### src/rtl/sbm_pkg.sv
// ----------------------------------------------------------------------------
// sbm_pkg
// Shared types and constants for the stereo bar meter with peak hold.
// ----------------------------------------------------------------------------
package sbm_pkg;

  // configuration register indexes
  typedef enum logic [0:0] {
    REG_PEAK_FALL_STEP = 1'b0,
    REG_BAR_LEVEL      = 1'b1
  } reg_idx_e;

  localparam int unsigned CFG_WIDTH       = 11;
  localparam int unsigned STEP_WIDTH      = 11;
  localparam int unsigned PEAK_WIDTH      = 12;
  localparam int unsigned POS_WIDTH       = 6;
  localparam int unsigned COLOR_WIDTH     = 8;
  localparam int unsigned LEVEL_WIDTH     = 8;
  localparam int unsigned STEP_FRAC_BITS  = 8;

  localparam logic [STEP_WIDTH-1:0]  FALL_STEP_RESET = 11'd111;
  localparam logic [COLOR_WIDTH-1:0] BAR_LEVEL_RESET = 8'd220;
  localparam logic [PEAK_WIDTH-1:0]  PEAK_MAX        = 12'd4095;
  localparam logic [COLOR_WIDTH-1:0] PEAK_RED        = 8'd255;
  localparam logic [COLOR_WIDTH-1:0] TRAIL_RED       = 8'd180;

  // per-frame descriptor handed from front to back
  typedef struct packed {
    logic [POS_WIDTH-1:0] lit_l;
    logic [POS_WIDTH-1:0] lit_r;
    logic [POS_WIDTH-1:0] whole_l;
    logic [POS_WIDTH-1:0] whole_r;
  } frame_t;

  // one output pixel word
  typedef struct packed {
    logic [POS_WIDTH-1:0]   index;
    logic [COLOR_WIDTH-1:0] red;
    logic [COLOR_WIDTH-1:0] green;
    logic [COLOR_WIDTH-1:0] blue;
    logic                   frame_end;
  } pixel_t;

endpackage

### src/rtl/sbm_fifo.sv
// ----------------------------------------------------------------------------
// sbm_fifo
// Two-entry register queue used between the meter stages and at the output.
// ----------------------------------------------------------------------------
module sbm_fifo #(
  parameter int unsigned WIDTH = 24
) (
  input  logic             clk_i,
  input  logic             rst_ni,
  input  logic             push_i,
  input  logic [WIDTH-1:0] wdata_i,
  output logic             full_o,
  input  logic             pop_i,
  output logic [WIDTH-1:0] rdata_o,
  output logic             empty_o
);

  logic [WIDTH-1:0] mem_q [2];
  logic             wr_ptr_q, wr_ptr_d;
  logic             rd_ptr_q, rd_ptr_d;
  logic [1:0]       count_q, count_d;
  logic             do_push, do_pop;

  assign full_o  = (count_q == 2'd2);
  assign empty_o = (count_q == 2'd0);
  assign rdata_o = mem_q[rd_ptr_q];
  assign do_push = push_i && !full_o;
  assign do_pop  = pop_i && !empty_o;

  // pointer and count update
  always_comb begin
    wr_ptr_d = wr_ptr_q;
    rd_ptr_d = rd_ptr_q;
    count_d  = count_q;
    if (do_push) begin
      wr_ptr_d = !wr_ptr_q;
    end
    if (do_pop) begin
      rd_ptr_d = !rd_ptr_q;
    end
    if (do_push && !do_pop) begin
      count_d = count_q + 2'd1;
    end else if (do_pop && !do_push) begin
      count_d = count_q - 2'd1;
    end
  end

  always_ff @(posedge clk_i or negedge rst_ni) begin
    if (!rst_ni) begin
      wr_ptr_q <= 1'b0;
      rd_ptr_q <= 1'b0;
      count_q  <= 2'd0;
    end else begin
      wr_ptr_q <= wr_ptr_d;
      rd_ptr_q <= rd_ptr_d;
      count_q  <= count_d;
    end
  end

  // storage
  always_ff @(posedge clk_i) begin
    if (do_push) begin
      mem_q[wr_ptr_q] <= wdata_i;
    end
  end

endmodule

### src/rtl/sbm_front.sv
// ----------------------------------------------------------------------------
// sbm_front
// Takes level words, looks up bar lengths and updates the falling peaks.
// ----------------------------------------------------------------------------
module sbm_front #(
  parameter int unsigned LED_COUNT      = 24,
  parameter int unsigned PEAK_FRAC_BITS = 8
) (
  input  logic                                clk_i,
  input  logic                                rst_ni,
  input  logic                                push,
  output logic                                full,
  input  logic [sbm_pkg::LEVEL_WIDTH-1:0]     level_left_i,
  input  logic [sbm_pkg::LEVEL_WIDTH-1:0]     level_right_i,
  input  logic [sbm_pkg::STEP_WIDTH-1:0]      fall_step_i,
  output logic                                frame_push_o,
  output sbm_pkg::frame_t                     frame_o,
  input  logic                                frame_full_i
);

  localparam int unsigned HalfCount = LED_COUNT / 2;
  localparam int unsigned PW = sbm_pkg::POS_WIDTH;
  localparam int unsigned CW = (PW + PEAK_FRAC_BITS > sbm_pkg::PEAK_WIDTH) ?
                               PW + PEAK_FRAC_BITS : sbm_pkg::PEAK_WIDTH;

  logic [PW-1:0] lit_tbl [256];
  logic          s1_valid_q, s1_valid_d;
  logic [PW-1:0] lit_l_q, lit_r_q;
  logic          accept, advance;
  logic [sbm_pkg::PEAK_WIDTH-1:0] peak_l_q, peak_l_d, peak_r_q, peak_r_d;
  logic [CW-1:0] fall;

  // gamma and bar-length table, built at elaboration
  for (genvar v = 0; v < 256; v++) begin : g_lit
    localparam int unsigned Gam = (v * v + 127) / 255;
    localparam int unsigned Lit = Gam * HalfCount / 255;
    assign lit_tbl[v] = PW'(Lit);
  end

  // fall step rescaled to the peak's fraction bits
  if (PEAK_FRAC_BITS >= sbm_pkg::STEP_FRAC_BITS) begin : g_fall_up
    assign fall = CW'(fall_step_i) << (PEAK_FRAC_BITS - sbm_pkg::STEP_FRAC_BITS);
  end else begin : g_fall_dn
    assign fall = CW'(fall_step_i >> (sbm_pkg::STEP_FRAC_BITS - PEAK_FRAC_BITS));
  end

  function automatic logic [sbm_pkg::PEAK_WIDTH-1:0] next_peak(
    input logic [sbm_pkg::PEAK_WIDTH-1:0] peak,
    input logic [PW-1:0]                  lit,
    input logic [CW-1:0]                  fall_amt
  );
    logic [CW-1:0] litf;
    logic [CW-1:0] pk;
    logic [CW-1:0] nxt;
    litf = CW'(lit) << PEAK_FRAC_BITS;
    pk   = CW'(peak);
    if (litf > pk) begin
      nxt = litf;
    end else if (pk > fall_amt) begin
      nxt = pk - fall_amt;
    end else begin
      nxt = '0;
    end
    if (nxt > CW'(sbm_pkg::PEAK_MAX)) begin
      nxt = CW'(sbm_pkg::PEAK_MAX);
    end
    return nxt[sbm_pkg::PEAK_WIDTH-1:0];
  endfunction

  function automatic logic [PW-1:0] peak_whole(
    input logic [sbm_pkg::PEAK_WIDTH-1:0] peak
  );
    logic [sbm_pkg::PEAK_WIDTH-1:0] w;
    w = peak >> PEAK_FRAC_BITS;
    if (w >= sbm_pkg::PEAK_WIDTH'(HalfCount)) begin
      return PW'(HalfCount - 1);
    end
    return w[PW-1:0];
  endfunction

  // stage handshake: stage one drains into the frame queue
  assign advance      = s1_valid_q && !frame_full_i;
  assign full         = s1_valid_q && frame_full_i;
  assign accept       = push && !full;
  assign frame_push_o = s1_valid_q;

  always_comb begin
    s1_valid_d = s1_valid_q;
    if (accept) begin
      s1_valid_d = 1'b1;
    end else if (advance) begin
      s1_valid_d = 1'b0;
    end
  end

  // peak update as the frame leaves stage one
  always_comb begin
    peak_l_d = peak_l_q;
    peak_r_d = peak_r_q;
    if (advance) begin
      peak_l_d = next_peak(peak_l_q, lit_l_q, fall);
      peak_r_d = next_peak(peak_r_q, lit_r_q, fall);
    end
  end

  assign frame_o.lit_l   = lit_l_q;
  assign frame_o.lit_r   = lit_r_q;
  assign frame_o.whole_l = peak_whole(next_peak(peak_l_q, lit_l_q, fall));
  assign frame_o.whole_r = peak_whole(next_peak(peak_r_q, lit_r_q, fall));

  always_ff @(posedge clk_i or negedge rst_ni) begin
    if (!rst_ni) begin
      s1_valid_q <= 1'b0;
      peak_l_q   <= '0;
      peak_r_q   <= '0;
    end else begin
      s1_valid_q <= s1_valid_d;
      peak_l_q   <= peak_l_d;
      peak_r_q   <= peak_r_d;
    end
  end

  // bar lengths of the accepted word
  always_ff @(posedge clk_i) begin
    if (accept) begin
      lit_l_q <= lit_tbl[level_left_i];
      lit_r_q <= lit_tbl[level_right_i];
    end
  end

endmodule

### src/rtl/sbm_back.sv
// ----------------------------------------------------------------------------
// sbm_back
// Pixel sequencer: walks the strip once per frame, one pixel per cycle unless stalled.
// ----------------------------------------------------------------------------
module sbm_back #(
  parameter int unsigned LED_COUNT = 24
) (
  input  logic                              clk_i,
  input  logic                              rst_ni,
  input  sbm_pkg::frame_t                   frame_i,
  input  logic                              frame_empty_i,
  output logic                              frame_pop_o,
  input  logic [sbm_pkg::COLOR_WIDTH-1:0]   bar_level_i,
  output logic                              pixel_push_o,
  output sbm_pkg::pixel_t                   pixel_o,
  input  logic                              pixel_full_i
);

  localparam int unsigned HalfCount = LED_COUNT / 2;
  localparam int unsigned PW = sbm_pkg::POS_WIDTH;

  logic [PW-1:0] cursor_q, cursor_d;
  logic          step, last;
  logic          in_left, in_right;
  logic [PW-1:0] pos, lit, whole;
  logic [PW:0]   trail;

  assign step         = !frame_empty_i && !pixel_full_i;
  assign last         = (cursor_q == PW'(LED_COUNT - 1));
  assign frame_pop_o  = step && last;
  assign pixel_push_o = step;

  // cursor walk
  always_comb begin
    cursor_d = cursor_q;
    if (step) begin
      cursor_d = last ? '0 : cursor_q + PW'(1);
    end
  end

  always_ff @(posedge clk_i or negedge rst_ni) begin
    if (!rst_ni) begin
      cursor_q <= '0;
    end else begin
      cursor_q <= cursor_d;
    end
  end

  // half select
  assign in_left  = (cursor_q < PW'(HalfCount));
  assign in_right = !in_left && ((PW + 1)'(cursor_q) < (PW + 1)'(2 * HalfCount));
  assign pos      = in_left ? cursor_q : cursor_q - PW'(HalfCount);
  assign lit      = in_left ? frame_i.lit_l : frame_i.lit_r;
  assign whole    = in_left ? frame_i.whole_l : frame_i.whole_r;
  assign trail    = (PW + 1)'(whole) + (PW + 1)'(1);

  // pixel colour with the peak drawn over the bar
  always_comb begin
    pixel_o.index     = cursor_q;
    pixel_o.frame_end = last;
    pixel_o.red       = '0;
    pixel_o.green     = '0;
    pixel_o.blue      = '0;
    if (in_left || in_right) begin
      if (pos < lit) begin
        pixel_o.red   = bar_level_i;
        pixel_o.green = bar_level_i;
        pixel_o.blue  = bar_level_i;
      end
      if (whole != '0) begin
        if (pos == whole) begin
          pixel_o.red   = sbm_pkg::PEAK_RED;
          pixel_o.green = '0;
          pixel_o.blue  = '0;
        end else if (((PW + 1)'(pos) == trail) &&
                     (trail < (PW + 1)'(HalfCount))) begin
          pixel_o.red   = sbm_pkg::TRAIL_RED;
          pixel_o.green = '0;
          pixel_o.blue  = '0;
        end
      end
    end
  end

endmodule

### src/rtl/stereo_bar_meter_peak_hold.sv
// ----------------------------------------------------------------------------
// stereo_bar_meter_peak_hold
// Stereo LED bar meter with falling peak hold, one pixel word per cycle unless stalled.
// ----------------------------------------------------------------------------
// First pixel of a frame is poppable once its level word has passed the
// stage-one register, the frame queue and the pixel queue. The sequencer
// emits one pixel per cycle unless stalled; a new level word is taken while
// the previous frame is still being drawn (two-frame queue in between).
// Reset clears the peaks, the cursor and both queues; the fall step resets
// to 111 (Q.8) and the bar level to 220.
module stereo_bar_meter_peak_hold #(
  parameter int unsigned LED_COUNT      = 24,
  parameter int unsigned PEAK_FRAC_BITS = 8
) (
  input  logic                              clk_i,
  input  logic                              rst_ni,
  // level words
  input  logic                              push,
  output logic                              full,
  input  logic [sbm_pkg::LEVEL_WIDTH-1:0]   level_left_i,
  input  logic [sbm_pkg::LEVEL_WIDTH-1:0]   level_right_i,
  // pixel words
  output logic                              empty,
  input  logic                              pop,
  output logic [sbm_pkg::POS_WIDTH-1:0]     pixel_index_o,
  output logic [sbm_pkg::COLOR_WIDTH-1:0]   red_o,
  output logic [sbm_pkg::COLOR_WIDTH-1:0]   green_o,
  output logic [sbm_pkg::COLOR_WIDTH-1:0]   blue_o,
  output logic                              frame_end_o,
  // configuration
  input  logic                              cfg_we_i,
  input  logic [0:0]                        cfg_idx_i,
  input  logic [sbm_pkg::CFG_WIDTH-1:0]     cfg_wdata_i
);

  logic [sbm_pkg::STEP_WIDTH-1:0]  fall_step_q;
  logic [sbm_pkg::COLOR_WIDTH-1:0] bar_level_q;

  logic            frame_push, frame_full, frame_pop, frame_empty;
  sbm_pkg::frame_t frame_in, frame_out;
  logic            pixel_push, pixel_full;
  sbm_pkg::pixel_t pixel_in, pixel_out;

  // configuration registers
  always_ff @(posedge clk_i or negedge rst_ni) begin
    if (!rst_ni) begin
      fall_step_q <= sbm_pkg::FALL_STEP_RESET;
      bar_level_q <= sbm_pkg::BAR_LEVEL_RESET;
    end else if (cfg_we_i) begin
      unique case (sbm_pkg::reg_idx_e'(cfg_idx_i))
        sbm_pkg::REG_PEAK_FALL_STEP: fall_step_q <= cfg_wdata_i[sbm_pkg::STEP_WIDTH-1:0];
        sbm_pkg::REG_BAR_LEVEL:      bar_level_q <= cfg_wdata_i[sbm_pkg::COLOR_WIDTH-1:0];
        default: ;
      endcase
    end
  end

  // front: bar lengths and peaks
  sbm_front #(
    .LED_COUNT      (LED_COUNT),
    .PEAK_FRAC_BITS (PEAK_FRAC_BITS)
  ) u_front (
    .clk_i         (clk_i),
    .rst_ni        (rst_ni),
    .push          (push),
    .full          (full),
    .level_left_i  (level_left_i),
    .level_right_i (level_right_i),
    .fall_step_i   (fall_step_q),
    .frame_push_o  (frame_push),
    .frame_o       (frame_in),
    .frame_full_i  (frame_full)
  );

  // frame queue between front and back
  sbm_fifo #(
    .WIDTH ($bits(sbm_pkg::frame_t))
  ) u_frame_q (
    .clk_i   (clk_i),
    .rst_ni  (rst_ni),
    .push_i  (frame_push),
    .wdata_i (frame_in),
    .full_o  (frame_full),
    .pop_i   (frame_pop),
    .rdata_o (frame_out),
    .empty_o (frame_empty)
  );

  // back: pixel sequencer
  sbm_back #(
    .LED_COUNT (LED_COUNT)
  ) u_back (
    .clk_i         (clk_i),
    .rst_ni        (rst_ni),
    .frame_i       (frame_out),
    .frame_empty_i (frame_empty),
    .frame_pop_o   (frame_pop),
    .bar_level_i   (bar_level_q),
    .pixel_push_o  (pixel_push),
    .pixel_o       (pixel_in),
    .pixel_full_i  (pixel_full)
  );

  // output queue
  sbm_fifo #(
    .WIDTH ($bits(sbm_pkg::pixel_t))
  ) u_pixel_q (
    .clk_i   (clk_i),
    .rst_ni  (rst_ni),
    .push_i  (pixel_push),
    .wdata_i (pixel_in),
    .full_o  (pixel_full),
    .pop_i   (pop),
    .rdata_o (pixel_out),
    .empty_o (empty)
  );

  assign pixel_index_o = pixel_out.index;
  assign red_o         = pixel_out.red;
  assign green_o       = pixel_out.green;
  assign blue_o        = pixel_out.blue;
  assign frame_end_o   = pixel_out.frame_end;

endmodule
### config.mk
export PLATFORM = sky130hd
export DESIGN_NAME = stereo_bar_meter_peak_hold
export DESIGN_NICKNAME = d
export VERILOG_FILES = /design/src/rtl/sbm_pkg.sv /design/src/rtl/sbm_fifo.sv /design/src/rtl/sbm_front.sv /design/src/rtl/sbm_back.sv /design/src/rtl/stereo_bar_meter_peak_hold.sv
export SDC_FILE = /design/constraint.sdc
export NUM_CORES = 1
export LEC_CHECK = 0
export ABC_AREA = 1
export BUFFER_PORTS_ARGS = -buffer_cell sky130_fd_sc_hd__buf_4
export CAP_MARGIN = 20
export CORE_ASPECT_RATIO = 1.5
export CORE_UTILIZATION = 45
export CTS_CLUSTER_SIZE = 30
export DETAILED_ROUTE_END_ITERATION = 8
export MAX_ROUTING_LAYER = met4
export PLACE_DENSITY = 0.68
export RECOVER_POWER = 50
export SETUP_SLACK_MARGIN = 0.05
export SLEW_MARGIN = 40
export SYNTH_ARGS = -nofsm -noshare
export SYNTH_HDL_FRONTEND = slang
export SYNTH_SLANG_ARGS = --single-unit
### constraint.sdc
create_clock -name clk_i -period 2.6 [get_ports clk_i]
set_clock_uncertainty 0.2 [all_clocks]
set_input_delay 0.52 -clock clk_i [delete_from_list [all_inputs] [get_ports clk_i]]
set_output_delay 0.52 -clock clk_i [all_outputs]
set_load 0.05 [all_outputs]
# [Word level (Yosys, flattened, before mapping)]
# Memory sizes are Yosys's and may differ from the RTL's. A register that Yosys moved wholly into a read port is not among the register bits.
# Index checks and enable logic that the tools add are counted.
[word_totals] out_inout_bits=33 inputBits=33 mem_count=4 rom_bits=3072 word_cells=119 register_bits=58 latchBits=0 mem_bits_rw=110
[mem_list] name="(name not given)" words=256 word_bits=6 rd=1 rd_clocked_by_memory_dff=1 wr=0 line_no="sbm_front.sv:126" source="lit_l_q <= lit_tbl[level_left_i];"
[mem_list] name="(name not given)" words=256 word_bits=6 rd=1 rd_clocked_by_memory_dff=1 wr=0 line_no="sbm_front.sv:127" source="lit_r_q <= lit_tbl[level_right_i];"
[mem_list] name="u_pixel_q.mem_q" words=2 word_bits=31 rd=1 rd_clocked_by_memory_dff=0 wr=1 line_no="sbm_fifo.sv:18" source="logic [WIDTH-1:0] mem_q [2];"
[mem_list] name="u_frame_q.mem_q" words=2 word_bits=24 rd=1 rd_clocked_by_memory_dff=0 wr=1 line_no="sbm_fifo.sv:18"
[classes] add_sub_neg=9 n_mul=0 n_div=0 n_reduce_logical=37 n_lt_le_gt_ge=14 muxes=35 bitwise_logic=3 eq_ne=5 n_shift=0
[ops] op="$mux 24" count=5
[ops] op="$mux 14" count=6
[ops] op="$gt 14x12->1 const B" count=4
[ops] op="$mux 12" count=4
[ops] op="$mux 6" count=8
[ops] op="$gt 14x12->1" count=2
[ops] op="$sub 12x11->13" count=2
[ops] op="$gt 12x11->1" count=2
[ops] op="$not 8->9" count=2
[ops] op="$logic_and 1x1->1" count=14
[ops] op="$logic_not 1->1" count=14
[ops] op="$ge 4x4->1 const B" count=2
[ops] op="$mux 1" count=8
[ops] op="$mux 2" count=4
[ops] op="$add 6x1->7 const B" count=1
[ops] op="$eq 6x7->1" count=1
[ops] op="$lt 7x4->1 const B" count=1
[ops] op="$add 6x1->6 const B" count=1
[ops] op="$eq 6x5->1 const B" count=1
[ops] op="$eq 6x6->1" count=1
[ops] op="$lt 6x4->1 const B" count=1
[ops] op="$lt 6x5->1 const B" count=1
[ops] op="$lt 6x6->1" count=1
[ops] op="$reduce_bool 2->1" count=3
[ops] op="other kinds (9)" count=14

# [Logic depth before layout (Yosys ltp)]
# Gate-level depths: netlist of the first run.
[logic_depth] word_depth=9 depth_mapped=17 mapped_depth_nobuf=16

# [Cells and area by module]
# A second synthesis of the first run with hierarchy kept.
[unflattened] hier_cells=1277 area_unflattened_um2=10373.7
[modules_own_cells] module="sbm_front" n_inst=1 area_each_um2=3797.4 cells_each=621 seq_area_each_um2=865.8
[modules_own_cells] module="sbm_fifo (u_pixel_q)" n_inst=1 area_each_um2=2492.4 cells_each=194 seq_area_each_um2=1961.9
[modules_own_cells] module="sbm_fifo (u_frame_q)" n_inst=1 area_each_um2=1985.7 cells_each=157 seq_area_each_um2=1541.5
[modules_own_cells] module="sbm_back" n_inst=1 area_each_um2=1312.5 cells_each=221 seq_area_each_um2=150.1
[modules_own_cells] module="stereo_bar_meter_peak_hold" n_inst=1 area_each_um2=785.8 cells_each=84 seq_area_each_um2=489.2

# [Least setup slack after synthesis of the first run]
# No wires, ideal clock.
[synth_path] kind="register -> register" from="reg u_back.cursor_q[2]" to="mem u_pixel_q.mem_q[0][11] in the netlist's numbering, data pin" t_required_ps=2251 path_stages_with_launch=13 setup_slack_ps=-121 setup_time_ps=149 n_path_buf=1 t_arrival_ps=2373 synth_period_minus_slack_ps=2721 cell_sequence="dfrtp_1 -> ha_1 -> nor2_2 -> nand2_4 -> buf_6 -> nor2_1 -> o22a_1 -> ha_1 -> a21oi_1 -> nand3_1 -> a31oi_2 -> nand3_1 -> nor2_1"
[synth_rtl] element="from (decl)" line_no="sbm_back.sv:22" source="logic [PW-1:0] cursor_q, cursor_d;"
[synth_rtl] element="from (signal assigned)" line_no="sbm_back.sv:45" source="cursor_q <= cursor_d;"
[synth_rtl] element="to (decl)" line_no="sbm_fifo.sv:18"

# [Worst setup path in the final report of the first run]
[layout_path] from="reg u_back.cursor_q[2]" to="mem u_pixel_q.mem_q[0][9] in the netlist's numbering, data pin"
[layout_between] elab_chain_cells=9 word_cells_on_any_way=21 cone_classes="2 x add/sub; 4 x order compare; 2 x eq/ne; 8 x mux; 5 x reduce/logical"
[layout_lines] element="$lt 6x4->1" line_no="sbm_back.sv:50" source="assign in_left = (cursor_q < PW'(HalfCount));"
[layout_lines] element="$mux 6" line_no="sbm_back.sv:54" source="assign whole = in_left ? frame_i.whole_l : frame_i.whole_r;"
[layout_lines] element="$add 6x1->7" line_no="sbm_back.sv:55" source="assign trail = (PW + 1)'(whole) + (PW + 1)'(1);"
[layout_lines] element="$lt 7x4->1 or $eq 6x7->1 (tied branches)" line_no="sbm_back.sv:76, sbm_back.sv:75"
[layout_lines] element="$logic_and 1x1->1" line_no="sbm_back.sv:75" source="end else if (((PW + 1)'(pos) == trail) &&"
[layout_lines] element="$mux 24" line_no="sbm_back.sv:75"
[layout_lines] element="$mux 24" line_no="sbm_back.sv:71" source="if (pos == whole) begin"
[layout_lines] element="$mux 24" line_no="sbm_back.sv:70" source="if (whole != '0) begin"
[layout_lines] element="$mux 24 (*)" line_no="sbm_back.sv:64" source="if (in_left || in_right) begin"
# Every way passes the cells marked *; elsewhere a longest branch is shown, timed or not.

==> results of run 1 <==
-- cell type report --
cell class	count	area [µm²]	area share [%]
Inverter	128	491.7	4.681
Timing Repair Buffer	129	959.7	9.135
Tap cell	217	271.5	2.585
Clock inverter	13	176.4	1.679
Clock buffer	19	432.9	4.121
Sequential cell	144	4050	38.55
Multi-Input combinational cell	723	4123	39.24
-- state kept, by name, indices dropped and copies added, names as in the netlist, 2 cells and up --
register	flops
fall_step_q	11
u_back.cursor_q	6
u_front.lit_l_q	4
u_frame_q.count_q	2
bar_level_q	8
u_pixel_q.mem_q	46
u_pixel_q.count_q	2
u_frame_q.mem_q	32
u_front.lit_r_q	4
u_front.peak_l_q	12
u_front.peak_r_q	12
-- critical path, stage by stage (launching register included) --
cell and delay, ns:
dfrtp_2 0.44, ha_4 0.19, nor2_4 0.16, nand2_4 0.10
nor2_1 0.10, o22a_1 0.20, ha_4 0.22, buf_4 0.12
buf_4 0.13, a31oi_4 0.17, buf_12 0.15, nand3_2 0.10
nor2_2 0.14
-- path summary, 6_finish.rpt --
check | slack, ns | cells after the start | endpoint | startpoint
max | 0.01 | 12 | u_pixel_q.mem_q[0][9] | u_back.cursor_q[2]
min | 0.11 | 3 | u_front.frame_push_o | push
max reg2reg | 0.01 | 12 | u_pixel_q.mem_q[0][9] | u_back.cursor_q[2]
min reg2reg | 0.29 | 2 | bar_level_q[1] | bar_level_q[1]
max in group asynchronous | 0.50 | 3 | u_frame_q.wr_ptr_q | rst_ni
min in group asynchronous | 0.58 | 2 | u_front.peak_r_q[4] | rst_ni
-- cell usage after synthesis (2+ instances only) --
library cell | instances | area (µm²)
nand2_1 | 333 | 1250
inv_1 | 124 | 465.5
nor2_1 | 90 | 337.8
edfxtp_1 | 86 | 2582
o21ai_0 | 61 | 305.3
nand3_1 | 53 | 265.3
dfrtp_1 | 47 | 1176
a21oi_1 | 42 | 210.2
ha_1 | 40 | 500.5
xor2_1 | 18 | 157.7
nor3_1 | 12 | 60.06
dfstp_2 | 11 | 289.0
nand4_1 | 11 | 68.82
clkbuf_1 | 10 | 37.54
nand2_2 | 10 | 62.56
xnor2_1 | 9 | 78.83
buf_4 | 8 | 60.06
nand3b_1 | 6 | 45.04
nand2_4 | 5 | 56.30
o211ai_1 | 4 | 30.03
or2_2 | 4 | 25.02
inv_2 | 3 | 11.26
nor2_2 | 3 | 18.77
o21ai_1 | 3 | 15.01
buf_2 | 2 | 10.01
buf_6 | 2 | 22.52
fa_1 | 2 | 40.04
o41ai_1 | 2 | 17.52
xor2_2 | 2 | 32.53
-- metal layers --
layer	share of wire, %	wire length (µm)	global-route usage, %	vias to the layer above
met5	0	0	-	-
met4	3.3	661	9.783	0
met3	2.7	548	2.936	49
met2	55	11120	41.32	167
met1	39	7961	23.56	3319
li1	-	-	-	3551
-- logic make-up (layout without fill, tap and decap cells) --
group	Yosys count	count (layout)	synth area share [%]
flops	144	144	48.49
buf+inv	150	289	7.344
xor+xnor	29	29	3.222
compound gates	120	120	7.719
simple gates	531	532	26.75
fa+ha+maj	42	42	6.475
-- repair_timing --
action                                  CTS  global route
endpoints found under the hold margin    29             0
pin swaps                                11            18
resized for setup                        22            75
buffers inserted                          7             6
hold buffers                              1             0
endpoints found under the setup margin   52            68
gates cloned                              1             0
-- metrics by stage --
stage | setup WS [ns] | setup TNS [ns] | hold slack, ns
after floorplan | 0.04901 | 0 | 0.02441
after global placement | -0.02401 | -0.05170 | 0.2671
after detailed placement | -0.007068 | -0.01411 | 0.2737
after CTS | 0.05039 | 0 | 0.1083
after global routing | -0.08825 | -2.330 | 0.1452
final | 0.01394 | 0 | 0.1148
==> results.cfg, run 1 <==
[setup_path]
crit_type = register to register
crit_fanout = 8
cp.required_ns = 2.67
crit_path_end_kind = register
startpoint_type = register
worstPathArrival_ns = 2.65

[floorplan]
ios = 66
start_util_pct = 46.33
die_w_um = 113.2
fp-row-count = 60
die-area_um2 = 19110
core_um2 = 18020
fp.dieH_um = 168.8

[cells_and_area]
final_nets = 1218
fillers = 1608
final_util_pct = 58.31
drive_gt1_share_pct = 23.44
layout_commonest_cell = nand2_1
fin_cells = 1373
most-common-layout-cells = nand2_1 (321), inv_1 (118), buf_4 (105), edfxtp_1 (86), nor2_1 (73)
design_area_um2 = 10510
area_delta_synth_final_pct = 25.84
antenna_cells = 0

[timing]
setup_viol = 0
hold_viol_final = 0
maxSlewViolCount = 0
rsz0062_at_grt = yes
maxSlewHeadroom_pct = 34.47
min_period_over_period_pct = 99.46
max_freq_mhz = 386.7
period_needed_ns = 2.586
tightestPinTransition_ns = 0.9830

[cts]
htreeDepth = 4
cts_made_buffers = 17
clockBufferDepth = 2
cts_tree = yes
insertion_delay_ns = 0.42
clk_pin_slew_worst_paths_ns = 0.06
cts_num_sinks = 144
root_buffer = clkbuf_16

[detailed_routing]
drtPass1Iterations = 5
viasPerCell = 5.161
drc_errors = 0
ant_nets = 0
vias = 7086
wirelength_um = 20290
drtIter0Drc = 365
wire_per_inst_um = 14.78

[global_route]
antenna_found_initial = 0
grt_overflow_total = 0
grt_max_degree = 37
grt_pass1_wl_um = 32340
track_usage_pct = 22.36
first_global_vias = 6891

[outcome]
run_status = complete, no violations

[synthesis]
syn_area_per_cell_um2 = 8.217
yosys_warnings = 0
synth_async_sr_flop_share_pct = 40.28
synth-seq-cells = 144
syn_area_um2 = 8348
ys.flop_type = edfxtp_1
ys_types = 42
synth_edf_count = 86
syn_inst = 1016
synth_seq_area_share_pct = 48.49
synth_nets = 1091

[placement]
hpwl_um = 15090
dp_cells = 1326
io_buffer_count = 65
gp_congestion = 0.9282
placedInstanceArea_um2 = 9415

[run]
cap_violations = 0

[worst_hold_path]
holdCritPathClass = input pin to register
Power of run 1 is left out: the tool's default activity adds up to more than one toggle a clock period on the data nets, which glitch-free logic cannot reach.
==> run 2, diff against run 1 <==
--- a/config.mk
+++ b/config.mk
@@ -13,7 +13,7 @@
 export CTS_CLUSTER_SIZE = 30
 export DETAILED_ROUTE_END_ITERATION = 8
 export MAX_ROUTING_LAYER = met4
-export PLACE_DENSITY = 0.68
+export PLACE_DENSITY = 0.64
 export RECOVER_POWER = 50
 export SETUP_SLACK_MARGIN = 0.05
 export SLEW_MARGIN = 40
==> run 2 against run 1 <==
Net effect:
- the run now ends with negative setup slack left
- cell count grew 1.0%
- count of clock-buffer cells in the layout is the same
- sequential share of layout area shrank 0.40 points
- core utilization grew 0.61 points
- maximum frequency shrank 1.3%
- worst setup slack lost 0.034 ns
- via count shrank 0.71%
- hold slack gained 0.024 ns
- global-route usage grew 0.14 points
- non-clock buffer count grew 14
- critical path depth is the same
- routed wire length shrank 0.60%
- critical path type unchanged
- critical endpoint is now u_pixel_q.mem_q[1][10]
==> results.cfg, run 2 (synthesis gave the netlist of run 1 again) <==
[outcome]
run_status = finished, violations left
violations = negative setup slack

[timing]
min_period_over_period_pct = 100.8
fin_ws_ns = -0.01979
setup_viol = 4
tightestPinTransition_ns = 0.7247
hold_viol_final = 0
whs_ns = 0.1392
rsz0062_at_grt = yes
maxSlewViolCount = 0
max_freq_mhz = 381.7
maxSlewHeadroom_pct = 51.57
fin_tns_setup_ns = -0.04197
period_needed_ns = 2.620

[global_route]
antenna_found_initial = 0
grt_pass1_wl_um = 32550
grt_overflow_total = 0
track_usage_pct = 22.50
grt_max_degree = 34
first_global_vias = 7003

[setup_path]
worstRegToRegCells = 12
rr_endpoint = u_pixel_q.mem_q[1][10]
crit_fanout = 8
cp.required_ns = 2.67
worstPathArrival_ns = 2.69
crit_type = register to register
startpoint_type = register
worstReg2RegStart = u_back.cursor_q[2]
r2r_setup_slack_ns = -0.02
crit_path_end_kind = register

[worst_hold_path]
min_path_cells = 3
worstHoldStart = push
holdPathEnd = u_front.frame_push_o
holdCritPathClass = input pin to register

[cells_and_area]
top_regs = u_pixel_q.mem_q x46, u_frame_q.mem_q x32
drive_gt1_share_pct = 24.79
area_delta_synth_final_pct = 27.16
layout_commonest_cell = nand2_1
most-common-layout-cells = nand2_1 (323), buf_4 (129), inv_1 (116), edfxtp_1 (86), nor2_1 (74)
fin_cells = 1387
regMostFlops = u_pixel_q.mem_q
largest_reg_flops = 46
final_nets = 1232
antenna_cells = 0

[placement]
io_buffer_count = 65
gp_congestion = 0.8929
dp_cells = 1334
hpwl_um = 15010

[cts]
clk_pin_slew_worst_paths_ns = 0.06
cts_num_sinks = 144
root_buffer = clkbuf_16
htreeDepth = 4
clockBufferDepth = 2
insertion_delay_ns = 0.42
cts_made_buffers = 17
cts_tree = yes

[floorplan]
ios = 66
start_util_pct = 46.33
die-area_um2 = 19110
fp.dieH_um = 168.8
core_um2 = 18020
fp-row-count = 60
die_w_um = 113.2

[detailed_routing]
wire_per_inst_um = 14.54
drtIter0Drc = 327
ant_nets = 0
drc_errors = 0
viasPerCell = 5.073
wirelength_um = 20170
vias = 7036
drtPass1Iterations = 6

[run]
cap_violations = 0
## run 2: cell count changes in the layout (fill, tap and decap cells not counted), sizes merged
| cell | change |
|---|---|
| clkinv | -2 |
| clkinvlp | +1 |
| buf | +23 |
| inv | +1 |
| clkbuf | -9 |
## run 2: worst max-delay path: stages, from the launching register on
cell and delay (ns):
dfrtp_2 0.42, ha_4 0.19, nor2_4 0.17, nand2_4 0.11
nor2_2 0.10, o22a_1 0.19, ha_4 0.22, a21oi_2 0.15
nand3_2 0.12, a31oi_4 0.19, buf_12 0.15, nand3_2 0.09
nor2_2 0.15
## run 2: metal layers
metal / wire, µm / share of wire (%) / vias to the layer above / GRT usage (%)
met3: 567 / 2.8 / 51 / 3.330
met4: 661 / 3.3 / 0 / 9.382
li1: - / - / 3577 / -
met5: 0 / 0 / - / -
met2: 10970 / 54 / 160 / 42.04
met1: 7964 / 39 / 3248 / 23.26
## run 2: area by class of cell
cell class / count / area [µm²]
clock buffer: 19 / 432.9
clock inverter: 13 / 175.2
fill: 1607 / 7402
inverter: 128 / 486.7
multi-input combinational: 723 / 4136
sequential: 144 / 4050
tap: 217 / 271.5
timing repair buffer: 143 / 1062
## run 2: how the worst max path moves through the flow
stage / from / to / slack, ns / depth (start not counted)
5_1_grt: u_back.cursor_q[2] / u_pixel_q.mem_q[1][10] / -0.09 / 12
4_1_cts: fall_step_q[6] / u_frame_q.mem_q[1][0] / 0.03 / 12
6_report: u_back.cursor_q[2] / u_pixel_q.mem_q[1][10] / -0.02 / 12
3_3_place_gp: fall_step_q[3] / u_frame_q.mem_q[0][0] / 0.0006 / 11
3_5_place_dp: u_back.cursor_q[3] / u_pixel_q.mem_q[1][14] / -0.05 / 11
2_1_floorplan: u_back.cursor_q[2] / u_pixel_q.mem_q[0][11] / 0.05 / 10
## run 2: metrics by stage
step | setup slack [ns] | instance area, µm² | util (%)
finish | -0.01979 | 10620 | 58.92
global route | -0.08677 | 10620 | 58.92
CTS | 0.02712 | 10230 | 56.76
detailed placement | -0.04798 | 9445 | 52.42
global placement | 0.0005838 | 9445 | 52.42
floorplan | 0.04901 | 8376 | -
## run 2: what timing repair did
action | 4_1_cts | 5_1_grt
gates resized for setup | 20 | 74
hold buffers | 1 | 0
buffers inserted | 10 | 9
gates cloned | 1 | 0
endpoints found under the setup margin | 53 | 71
hold endpoints to repair | 30 | 0
pin swaps | 13 | 26
Power of run 2 is left out for the same reason.
